## src/rtl/sloc_pkg.sv

```systemverilog
// Shared types, constants and helpers for the substring locator.
// Used by substring_locate_windows_core and its port checker.
package sloc_pkg;

  localparam int unsigned MAX_PATTERN_BYTES = 16;
  localparam int unsigned MAX_ROW_BYTES     = 65536;

  localparam int unsigned LEN_W   = 5;
  localparam int unsigned WIN_W   = $clog2(MAX_PATTERN_BYTES);
  localparam int unsigned POS_W   = $clog2(MAX_ROW_BYTES + 1);
  localparam int unsigned START_W = 16;
  localparam int unsigned CFG_W   = 64;
  localparam int unsigned IDX_W   = 3;

  localparam int unsigned FIFO_DEPTH = 4;
  localparam int unsigned PTR_W      = $clog2(FIFO_DEPTH);
  localparam int unsigned CNT_W      = $clog2(FIFO_DEPTH + 1);

  typedef enum logic [IDX_W-1:0] {
    CFG_PAT_LO   = 3'd0,
    CFG_PAT_HI   = 3'd1,
    CFG_PAT_LEN  = 3'd2,
    CFG_FOLD     = 3'd3,
    CFG_FIND_ALL = 3'd4
  } cfg_idx_e;

  typedef enum logic {
    KIND_MATCH   = 1'b0,
    KIND_SUMMARY = 1'b1
  } kind_e;

  typedef struct packed {
    logic               kind;
    logic [START_W-1:0] match_start;
    logic               row_selected;
    logic               offset_overflow;
    logic               last;
  } result_t;

  localparam logic [7:0] ASCII_UPPER_A = 8'h41;
  localparam logic [7:0] ASCII_UPPER_Z = 8'h5A;
  localparam logic [7:0] ASCII_CASE    = 8'h20;

  function automatic logic [7:0] fold_byte(input logic [7:0] c, input logic en);
    logic [7:0] r;
    r = c;
    if (en && c >= ASCII_UPPER_A && c <= ASCII_UPPER_Z) begin
      r = c + ASCII_CASE;
    end
    return r;
  endfunction

endpackage

```

## src/rtl/substring_locate_windows_core.sv

```systemverilog
// Streaming non-overlapping substring locator, top level.
// Depends on sloc_pkg (types, constants, case folding).
//
// Usage:
//  - Input channel: one text byte per transfer (data_byte_i) with row_end_i on
//    the last byte of a row. in_valid_i / in_stall_o handshake.
//  - Output channel: result items (match report or end-of-row summary),
//    out_valid_o / out_stall_i handshake. last_o marks the final result of
//    one input byte; a byte gives zero, one or two results.
//  - Config port: cfg_valid_i / cfg_ready_o, index and 64-bit data. Always
//    ready; write only while the block is idle.
// Timing:
//  - A byte is registered at transfer, compared against the pattern in the
//    next cycle and its results enter a 4-entry result queue, which drives
//    the output channel.
//  - One byte per cycle sustained while the queue has room; the window
//    compare is combinational. A byte with both a match and a summary gives
//    two results, so a run of such bytes fills the queue and holds the input
//    back even without an output stall.
// Reset: clears the window, row state, queue and config to defaults
//  (pattern length 1, case folding and find-all off).
// Stall: a stalled result holds; the queue fills, then in_stall_o rises.
module substring_locate_windows_core (
  input  logic                          clk_i,
  input  logic                          rst_ni,
  input  logic                          in_valid_i,
  output logic                          in_stall_o,
  input  logic [7:0]                    data_byte_i,
  input  logic                          row_end_i,
  output logic                          out_valid_o,
  input  logic                          out_stall_i,
  output logic                          kind_o,
  output logic [sloc_pkg::START_W-1:0]  match_start_o,
  output logic                          row_selected_o,
  output logic                          offset_overflow_o,
  output logic                          last_o,
  input  logic                          cfg_valid_i,
  output logic                          cfg_ready_o,
  input  logic [sloc_pkg::IDX_W-1:0]    cfg_index_i,
  input  logic [sloc_pkg::CFG_W-1:0]    cfg_data_i
);

  // config registers
  logic [sloc_pkg::CFG_W-1:0] pat_lo_q, pat_hi_q;
  logic [sloc_pkg::LEN_W-1:0] pat_len_q;
  logic                       fold_q, find_all_q;

  assign cfg_ready_o = 1'b1;

  always_ff @(posedge clk_i or negedge rst_ni) begin
    if (!rst_ni) begin
      pat_lo_q   <= '0;
      pat_hi_q   <= '0;
      pat_len_q  <= sloc_pkg::LEN_W'(1);
      fold_q     <= 1'b0;
      find_all_q <= 1'b0;
    end else if (cfg_valid_i && cfg_ready_o) begin
      case (cfg_index_i)
        sloc_pkg::CFG_PAT_LO:   pat_lo_q   <= cfg_data_i;
        sloc_pkg::CFG_PAT_HI:   pat_hi_q   <= cfg_data_i;
        sloc_pkg::CFG_PAT_LEN:  pat_len_q  <= cfg_data_i[sloc_pkg::LEN_W-1:0];
        sloc_pkg::CFG_FOLD:     fold_q     <= cfg_data_i[0];
        sloc_pkg::CFG_FIND_ALL: find_all_q <= cfg_data_i[0];
        default: ;
      endcase
    end
  end

  // input register
  logic       s1_valid_q;
  logic [7:0] s1_byte_q;
  logic       s1_end_q;
  logic       proc;

  assign in_stall_o = s1_valid_q && !proc;

  always_ff @(posedge clk_i or negedge rst_ni) begin
    if (!rst_ni) begin
      s1_valid_q <= 1'b0;
    end else if (!in_stall_o) begin
      s1_valid_q <= in_valid_i;
    end
  end

  always_ff @(posedge clk_i) begin
    if (in_valid_i && !in_stall_o) begin
      s1_byte_q <= data_byte_i;
      s1_end_q  <= row_end_i;
    end
  end

  // row state
  logic [sloc_pkg::MAX_PATTERN_BYTES-1:0][7:0] win_q, win_d;
  logic [sloc_pkg::POS_W-1:0] pos_q, pos_d, nas_q, nas_d;
  logic                       hit_q, hit_d, povf_q, povf_d;

  logic [sloc_pkg::LEN_W-1:0] used_len;
  logic [sloc_pkg::WIN_W-1:0] len_m1;
  logic [2*sloc_pkg::CFG_W/8-1:0][7:0] pat_arr;
  logic [sloc_pkg::MAX_PATTERN_BYTES-1:0] pos_eq;
  logic                       win_match, row_full, long_enough, match;
  logic [sloc_pkg::POS_W-1:0] p_inc, start;
  logic                       wide;
  sloc_pkg::result_t          match_res, sum_res, first_res;
  logic [1:0]                 n_res;

  always_comb begin
    used_len = pat_len_q;
    if (pat_len_q == '0) begin
      used_len = sloc_pkg::LEN_W'(1);
    end else if (pat_len_q > sloc_pkg::LEN_W'(sloc_pkg::MAX_PATTERN_BYTES)) begin
      used_len = sloc_pkg::LEN_W'(sloc_pkg::MAX_PATTERN_BYTES);
    end
  end

  assign len_m1  = sloc_pkg::WIN_W'(used_len - sloc_pkg::LEN_W'(1));
  assign pat_arr = {pat_hi_q, pat_lo_q};
  assign win_d   = {win_q[sloc_pkg::MAX_PATTERN_BYTES-2:0], s1_byte_q};

  // window slot j (0 newest) pairs with pattern byte len-1-j
  always_comb begin
    for (int j = 0; j < sloc_pkg::MAX_PATTERN_BYTES; j++) begin
      pos_eq[j] = (sloc_pkg::LEN_W'(j) >= used_len) ||
                  (sloc_pkg::fold_byte(win_d[j], fold_q) ==
                   sloc_pkg::fold_byte(pat_arr[len_m1 - sloc_pkg::WIN_W'(j)], fold_q));
    end
  end

  assign win_match   = &pos_eq;
  assign row_full    = pos_q >= sloc_pkg::POS_W'(sloc_pkg::MAX_ROW_BYTES);
  assign p_inc       = pos_q + sloc_pkg::POS_W'(1);
  assign long_enough = p_inc >= sloc_pkg::POS_W'(used_len);
  assign start       = p_inc - sloc_pkg::POS_W'(used_len);
  assign wide        = start > sloc_pkg::POS_W'({sloc_pkg::START_W{1'b1}});
  assign match       = !row_full && long_enough && win_match && (start >= nas_q) &&
                       (find_all_q || !hit_q);

  always_comb begin
    match_res.kind            = sloc_pkg::KIND_MATCH;
    match_res.match_start     = wide ? {sloc_pkg::START_W{1'b1}}
                                     : start[sloc_pkg::START_W-1:0];
    match_res.row_selected    = 1'b1;
    match_res.offset_overflow = wide || povf_q;
    match_res.last            = !s1_end_q;

    sum_res.kind              = sloc_pkg::KIND_SUMMARY;
    sum_res.match_start       = '0;
    sum_res.row_selected      = hit_q || match;
    sum_res.offset_overflow   = povf_q || row_full;
    sum_res.last              = 1'b1;

    first_res = match ? match_res : sum_res;
    n_res     = {1'b0, match} + {1'b0, s1_end_q};
  end

  always_comb begin
    pos_d  = pos_q;
    nas_d  = nas_q;
    hit_d  = hit_q;
    povf_d = povf_q;
    if (row_full) begin
      povf_d = 1'b1;
    end else begin
      pos_d = p_inc;
      if (match) begin
        hit_d = 1'b1;
        nas_d = p_inc;
      end
    end
    if (s1_end_q) begin
      pos_d  = '0;
      nas_d  = '0;
      hit_d  = 1'b0;
      povf_d = 1'b0;
    end
  end

  always_ff @(posedge clk_i or negedge rst_ni) begin
    if (!rst_ni) begin
      win_q  <= '0;
      pos_q  <= '0;
      nas_q  <= '0;
      hit_q  <= 1'b0;
      povf_q <= 1'b0;
    end else if (proc) begin
      win_q  <= win_d;
      pos_q  <= pos_d;
      nas_q  <= nas_d;
      hit_q  <= hit_d;
      povf_q <= povf_d;
    end
  end

  // result queue
  sloc_pkg::result_t          fifo_q [sloc_pkg::FIFO_DEPTH];
  logic [sloc_pkg::PTR_W-1:0] wr_ptr_q, rd_ptr_q;
  logic [sloc_pkg::CNT_W-1:0] cnt_q;
  logic [sloc_pkg::CNT_W-1:0] free_slots;
  logic [1:0]                 push_n;
  logic                       pop;

  assign free_slots = sloc_pkg::CNT_W'(sloc_pkg::FIFO_DEPTH) - cnt_q;
  assign proc       = s1_valid_q && (free_slots >= sloc_pkg::CNT_W'(n_res));
  assign push_n     = proc ? n_res : 2'd0;
  assign pop        = out_valid_o && !out_stall_i;

  always_ff @(posedge clk_i) begin
    if (push_n != 2'd0) begin
      fifo_q[wr_ptr_q] <= first_res;
    end
    if (push_n == 2'd2) begin
      fifo_q[wr_ptr_q + sloc_pkg::PTR_W'(1)] <= sum_res;
    end
  end

  always_ff @(posedge clk_i or negedge rst_ni) begin
    if (!rst_ni) begin
      wr_ptr_q <= '0;
      rd_ptr_q <= '0;
      cnt_q    <= '0;
    end else begin
      wr_ptr_q <= wr_ptr_q + sloc_pkg::PTR_W'(push_n);
      rd_ptr_q <= rd_ptr_q + sloc_pkg::PTR_W'(pop);
      cnt_q    <= cnt_q + sloc_pkg::CNT_W'(push_n) - sloc_pkg::CNT_W'(pop);
    end
  end

  assign out_valid_o       = cnt_q != '0;
  assign kind_o            = fifo_q[rd_ptr_q].kind;
  assign match_start_o     = fifo_q[rd_ptr_q].match_start;
  assign row_selected_o    = fifo_q[rd_ptr_q].row_selected;
  assign offset_overflow_o = fifo_q[rd_ptr_q].offset_overflow;
  assign last_o            = fifo_q[rd_ptr_q].last;

endmodule

```

## config.mk

```make
export PLATFORM = sky130hd
export DESIGN_NAME = substring_locate_windows_core
export DESIGN_NICKNAME = d
export VERILOG_FILES = /design/src/rtl/sloc_pkg.sv /design/src/rtl/substring_locate_windows_core.sv
export SDC_FILE = /design/constraint.sdc
export NUM_CORES = 1
export LEC_CHECK = 0
export BUFFER_PORTS_ARGS = -buffer_cell sky130_fd_sc_hd__buf_2
export CORE_MARGIN = 3
export CORE_UTILIZATION = 60
export CTS_CLUSTER_SIZE = 12
export DETAILED_ROUTE_END_ITERATION = 10
export PLACE_DENSITY = 0.8
export SLEW_MARGIN = 15
export SYNTH_ARGS = -nofsm -noshare
export SYNTH_HDL_FRONTEND = slang
export SYNTH_SLANG_ARGS = --single-unit
```

## constraint.sdc

```tcl
create_clock -name clk_i -period 22.2 [get_ports clk_i]
set_input_delay 4.44 -clock clk_i [delete_from_list [all_inputs] [get_ports clk_i]]
set_output_delay 4.44 -clock clk_i [all_outputs]
set_load 0.05 [all_outputs]
```

==> results of run 1 <==
[worst register-to-register path, delay by kind of cell, from the launching register on]
kind / cells / cell delay [ns]
compound gates: 8 / 1.85
buf+inv: 8 / 2.77
xor+xnor: 2 / 0.26
fa+ha+maj: 7 / 2.35
mux: 2 / 0.53
flops: 1 / 0.33
simple gates: 9 / 3.49
[area by class of cell]
class	count	area (um^2)	share of cell area, %
Sequential cell	388	9440	29.9
Inverter	106	403	1.28
Multi-Input combinational cell	2300	18600	59.0
Timing Repair Buffer	148	866	2.75
Clock buffer	68	1260	4.00
Antenna cell	3	7.51	0.0238
Tap cell	615	769	2.44
Clock inverter	10	188	0.595
[state kept, by name, indices dropped and copies added, names as in the netlist]
signal / count
fold_q: 1
find_all_q: 1
rd_ptr_q: 2
fifo_q: 80
s1_byte_q: 8
povf_q: 1
wr_ptr_q: 2
s1_valid_q: 1
s1_end_q: 1
cnt_q: 3
pat_len_q: 5
pos_q: 17
nas_q: 17
win_d: 120
pat_hi_q: 64
hit_q: 1
pat_lo_q: 64
[placed cells by master (no fill, tap or decap), types with 13 or more instances in the layout]
master and count:
xnor2_1 83, a32o_1 38, a211oi_1 16, nand3_1 56, buf_4 46, nand4_1 20
o21ai_0 96, nor2_1 97, dfxtp_1 72, o22ai_1 13, o211ai_1 25, edfxtp_1 17
mux4_2 181, nor3_1 68, xor2_1 77, or3_1 17, dfrtp_1 297, and3_1 20
mux2_2 159, o21a_1 17, ha_1 82, a31oi_1 23, buf_2 101, clkbuf_1 17
nand2_1 582, mux2i_1 159, a21oi_1 101, nor4_1 20, nand2b_1 29, inv_1 99
o31ai_1 19, a22o_1 49, a22oi_1 19, clkbuf_16 44, and2_1 15
[per-stage QoR]
stage	hold WS [ns]	utilization (%)
finish	0.447	65.9
floorplan	0.420	-
global placement	0.429	62.8
global route	0.471	65.9
detailed placement	0.441	62.8
CTS	0.449	65.8
[Yosys cell counts (all sizes together), types with 15 or more instances]
cell    number  area, um^2
a211oi      16         120
a21oi      102         510
a22o        49         429
a22oi       19         143
a31oi       24         150
a32o        38         380
and2        15        93.8
and3        20         125
buf         57         323
clkbuf     131         492
dfrtp      298        7460
dfxtp       72        1440
edfxtp      17         510
ha          82        1030
inv        102         385
mux2       160        1810
mux2i      159        1590
mux4       182        4100
nand2      582        2180
nand2b      31         194
nand3       56         280
nand4       21         138
nor2        98         370
nor3        70         367
nor4        23         171
o211ai      25         188
o21a        17         128
o21ai       98         502
o31ai       19         143
or3         17         106
xnor2       86         753
xor2        77         674
[power by group]
group / internal (W) / switching [W]
sequential: 0.000879 / 0.000316
clock: 0.000430 / 0.000305
combinational: 0.00137 / 0.00210
[cell families (layout without fill, tap and decap cells)]
logic type | count (synthesis) | count (layout)
buf+inv | 294 | 332
other cells | 1 | 4
xor+xnor | 163 | 163
fa+ha+maj | 84 | 84
flops | 388 | 388
simple gates | 1001 | 1001
mux | 501 | 501
compound gates | 550 | 550
[worst max path at each step]
stage,to,slack [ns],startpoint,cells past startpoint
global placement,in_stall_o,9.05,pat_len_q[1]$_DFFE_PN0P_,31
finish,in_stall_o,7.90,pat_len_q[1]$_DFFE_PN0P_,31
detailed placement,in_stall_o,8.79,pat_len_q[1]$_DFFE_PN0P_,31
CTS,in_stall_o,8.06,pat_len_q[1]$_DFFE_PN0P_,31
global route,in_stall_o,7.36,pat_len_q[1]$_DFFE_PN0P_,31
floorplan,in_stall_o,9.57,pat_len_q[2]$_DFFE_PN0P_,33
[routing by layer]
| metal | GRT usage, % | part of all wire [%] |
|---|---|---|
| met2 | 62.1 | 44 |
| met5 | 0 | 0.012 |
| met4 | 19.3 | 5.6 |
| met1 | 55.1 | 39 |
| met3 | 9.70 | 11 |
==> out/results.ini, run 1 <==
[status]
status = completed

[synthesis]
ys_warn_count = 0
synth_area_um2 = 29200
ys_async_sr_fraction_pct = 77.1
synth-edff-count = 17
ys_seq_elements = 388
synthMuxAreaShare_pct = 25.7
synth_fp_nets = 3147
syn_area_per_cell_um2 = 9.78
synthDistinctLibCells = 104
synthCells = 2982
synth_top_family_by_area = multiplexers
synth_ff_type = dfrtp_1
yosys.area_share.simple_pct = 15.7
synth-xor-area-share_pct = 4.90
synth-compound-area-share_pct = 13.5
synthAdderAreaFrac_pct = 3.66
ys_seq_area_share_pct = 32.4

[pwr]
p_total_w = 0.00539
ir_worst_vdd_mv = 0.0909
leakagePower_nw = 13.4
powerDensity_nw_per_um2 = 171

[route]
drcViolationCount = 0
drtIter0Drc = 3726
wirelength_um = 105000
viasPerCell = 7.13
drt-wirelength-per-cell_um = 28.8
drtAntennaViolNets = 0
vias = 25900
first_pass_iters = 7

[die]
die-area_um2 = 51300
die_w_um = 226
num_rows = 80
chipHeight_um = 226
io_pins = 104
core_um2 = 47800
start_util_pct = 60.9

[sta]
finClkSkew_ns = 0.0362
finalSetupTns_ns = 0
max_freq_ghz = 0.0699
worst_slew_pin_slew_ns = 1.30
min_period_ns = 14.30
hold_violations = 0
finalCritPeriodShare_pct = 64.4
setup_slack_ns = 7.90
relSlewSlack_pct = 13.1
rsz0062_at_grt = no
setup_viol = 0
drv_slew = 0

[clock_network]
path_clk_slew_ns = 0.06
ctsHtreeMaxLevel = 2
cts_hold_buf = 0
cts_sinks = 388
cts_buffers = 43
clock_path_buffers = 3
cts_tree = built
cts_resized = 0
clock_latency_ns = 0.61
cts_setup_buffers = 0
root_buffer = clkbuf_16

[place]
gp_congestion = 1.14
dp_hpwl_um = 78900
place_area_um2 = 30100
dp_cells = 3557
io_buffer_count = 102
dp_slack_ns = 8.79

[setup_path]
crit_arrival_ns = 9.86
worst_path_max_delay_cell = buf_4
critPathTopFamily = simple AND/OR/NAND/NOR gates
reg2reg_depth = 36
required_ns = 17.76
path_max_fanout = 45
reg2reg_slack_ns = 10.49
critical_path_class = flop to output port
cp-end-kind = output port
path_buf_inv = 8
r2r-end = cnt_q[2]$_DFF_PN0_
max_stage_delay_ns = 0.56
crit_path_start_kind = flop
cpMostUsedCell = ha_1
r2r_start = pat_len_q[1]$_DFFE_PN0P_

[layout]
finalNonFillerCells = 3638
nFillCells = 3732
drive_above_1_share_pct = 19.8
stdcell_area_um2 = 31500
layout.nets = 3152
area_delta_synth_final_pct = 8.10

[grt]
grt_pass1_wl_um = 157000
grt.total_usage_pct = 40.7
grt_max_degree = 98
grt_antenna_before_repair = 5
grt_remaining_overflow = 0
grt_pass1_vias = 24700

[min_path]
hold_class = flop to flop
min_to = fifo_q[0][19]$_SDFFE_PP1P_
hp-start = fifo_q[0][19]$_SDFFE_PP1P_
min_delay_path_depth = 2

[run]
cap_violations = 0

Power figures use the tool's default switching activity.
==> inputs of run 2 (changes only) <==
--- a/config.mk
+++ b/config.mk
@@ -7,7 +7,7 @@
 export LEC_CHECK = 0
 export BUFFER_PORTS_ARGS = -buffer_cell sky130_fd_sc_hd__buf_2
 export CORE_MARGIN = 3
-export CORE_UTILIZATION = 60
+export CORE_UTILIZATION = 58
 export CTS_CLUSTER_SIZE = 12
 export DETAILED_ROUTE_END_ITERATION = 10
 export PLACE_DENSITY = 0.8
==> constraint.sdc (replaced) <==
create_clock -name clk_i -period 12.32 [get_ports clk_i]
set_input_delay 2.464 -clock clk_i [delete_from_list [all_inputs] [get_ports clk_i]]
set_output_delay 2.464 -clock clk_i [all_outputs]
set_load 0.05 [all_outputs]
==> run 2 against run 1 <==
  * Count of clock-buffer cells in the layout down 5
  * Final area is essentially flat
  * Combinational power increased by 81%
  * Critical endpoint unchanged
  * Highest routed layer unchanged
==> out/results.ini, run 2 (synthesis gave the netlist of run 1 again) <==
[status]
status = completed

[sta]
setup_viol = 0
worst_slew_pin_slew_ns = 1.21
min_period_ns = 11.76
drv_slew = 0
rsz0062_at_grt = no
finClkSkew_ns = 0.0410
finalSetupTns_ns = 0
max_freq_ghz = 0.0850
setup_slack_ns = 0.556
hold_violations = 0
finalCritPeriodShare_pct = 95.5
relSlewSlack_pct = 18.8

[clock_network]
path_clk_slew_ns = 0.06
cts_setup_buffers = 0
clock_path_buffers = 3
clock_latency_ns = 0.62
root_buffer = clkbuf_16
ctsHtreeMaxLevel = 2
cts_buffers = 41
cts_tree = built
cts_sinks = 388

[route]
vias = 25700
viasPerCell = 6.97
drt-wirelength-per-cell_um = 27.9
drtIter0Drc = 3368
drcViolationCount = 0
first_pass_iters = 6
wirelength_um = 103000
drtAntennaViolNets = 0

[setup_path]
reg2reg_depth = 37
reg2reg_slack_ns = 1.82
r2r_start = pat_len_q[1]$_DFFE_PN0P_
r2r-end = fifo_q[1][1]$_DFFE_PP_
required_ns = 9.86
crit_path_start_kind = flop
cp-end-kind = output port
max_stage_delay_ns = 0.66
worst_path_max_delay_cell = dfrtp_2
path_max_fanout = 45
crit_arrival_ns = 9.30
critical_path_class = flop to output port

[die]
start_util_pct = 59.2
num_rows = 81
chipHeight_um = 230
core_um2 = 49300
die-area_um2 = 53000
die_w_um = 230
io_pins = 104

[grt]
grt_pass1_vias = 24800
grt.total_usage_pct = 38.3
grt_antenna_before_repair = 3
grt_pass1_wl_um = 155000
grt_max_degree = 95
grt_remaining_overflow = 0

[pwr]
powerDensity_nw_per_um2 = 306
leakagePower_nw = 13.4
ir_worst_vdd_mv = 0.155

[place]
dp_slack_ns = 1.26
dp_hpwl_um = 77500
gp_congestion = 1.09
io_buffer_count = 102

[layout]
drive_above_1_share_pct = 20.0
layout.nets = 3157
area_delta_synth_final_pct = 8.20
final_cell_mix = nand2_1, dfrtp_1, mux4_2
final_common_cell = nand2_1
largest_reg_flops = 120

[min_path]
min_delay_path_depth = 2
hp-start = fifo_q[2][19]$_SDFFE_PP1N_
hold_class = flop to flop
min_to = fifo_q[2][19]$_SDFFE_PP1N_

[run]
cap_violations = 0

run 2: cell count changes in the layout (fill, tap and decap cells not counted), sizes merged:
| cell | delta |
|---|---|
| clkinv | +2 |
| clkbuf | -5 |
| buf | +7 |
| bufinv | -3 |
| diode | -2 |
| inv | -3 |
run 2: metal layers:
layer	routed length, um	GRT usage, %	up-vias
li1	-	-	11000
met1	40200	51.9	12800
met2	45200	58.4	1539
met3	11300	9.01	325
met4	6070	18.4	2
met5	16	0	-
run 2: area by class of cell:
| type | count | area (um^2) |
|---|---|---|
| flip-flops and latches | 388 | 9440 |
| fillers | 3969 | 17700 |
| well taps | 664 | 831 |
| repair buffers | 155 | 918 |
| diodes | 1 | 2.50 |
| clock buffers | 63 | 1250 |
| clock inverters | 6 | 109 |
| inverters | 106 | 403 |
| multi-input cells | 2300 | 18600 |
run 2: worst max-delay path by stage:
stage | startpoint | end | slack, ns
2_1_floorplan | pat_len_q[2]$_DFFE_PN0P_ | in_stall_o | 1.66
3_3_place_gp | pat_len_q[1]$_DFFE_PN0P_ | in_stall_o | 1.43
3_5_place_dp | pat_len_q[1]$_DFFE_PN0P_ | in_stall_o | 1.26
4_1_cts | pat_len_q[1]$_DFFE_PN0P_ | in_stall_o | 0.61
5_1_grt | pat_len_q[1]$_DFFE_PN0P_ | in_stall_o | 0.06
6_report | pat_len_q[1]$_DFFE_PN0P_ | in_stall_o | 0.56
run 2: repair_timing:
action                                  CTS  global route
hold buffers                              0             0
gates resized for setup                   0             1
endpoints found under the setup margin    0             1
endpoints found under the hold margin     0             0
run 2: per-stage QoR:
stage / total power [W] / utilization (%) / hold slack (ns) / cell area, um^2 / instances
floorplan: 0.00632 / - / 0.420 / 29200 / 2982
global placement: 0.00803 / 61.3 / 0.430 / 30200 / 3613
detailed placement: 0.00821 / 61.3 / 0.449 / 30200 / 3613
CTS: 0.00948 / 64.0 / 0.460 / 31500 / 3682
global route: 0.0101 / 64.1 / 0.481 / 31500 / 3682
finish: 0.00965 / 64.1 / 0.458 / 31600 / 3683
run 2: worst max-delay path, delay by kind of cell, from the launching register on:
| family | cells | cell delay, ns |
|---|---|---|
| fa+ha+maj | 4 | 1.35 |
| compound gates | 7 | 1.54 |
| flops | 1 | 0.66 |
| xor+xnor | 1 | 0.17 |
| simple gates | 13 | 3.24 |
| buf+inv | 7 | 1.69 |
run 2: where the power goes:
part | switching (W) | internal (W) | leakage (nW)
Combinational | 0.00379 | 0.00248 | 8.23
Sequential | 0.000557 | 0.00158 | 4.53
Clock | 0.000540 | 0.000705 | 0.661
Total | 0.00489 | 0.00477 | 13.4
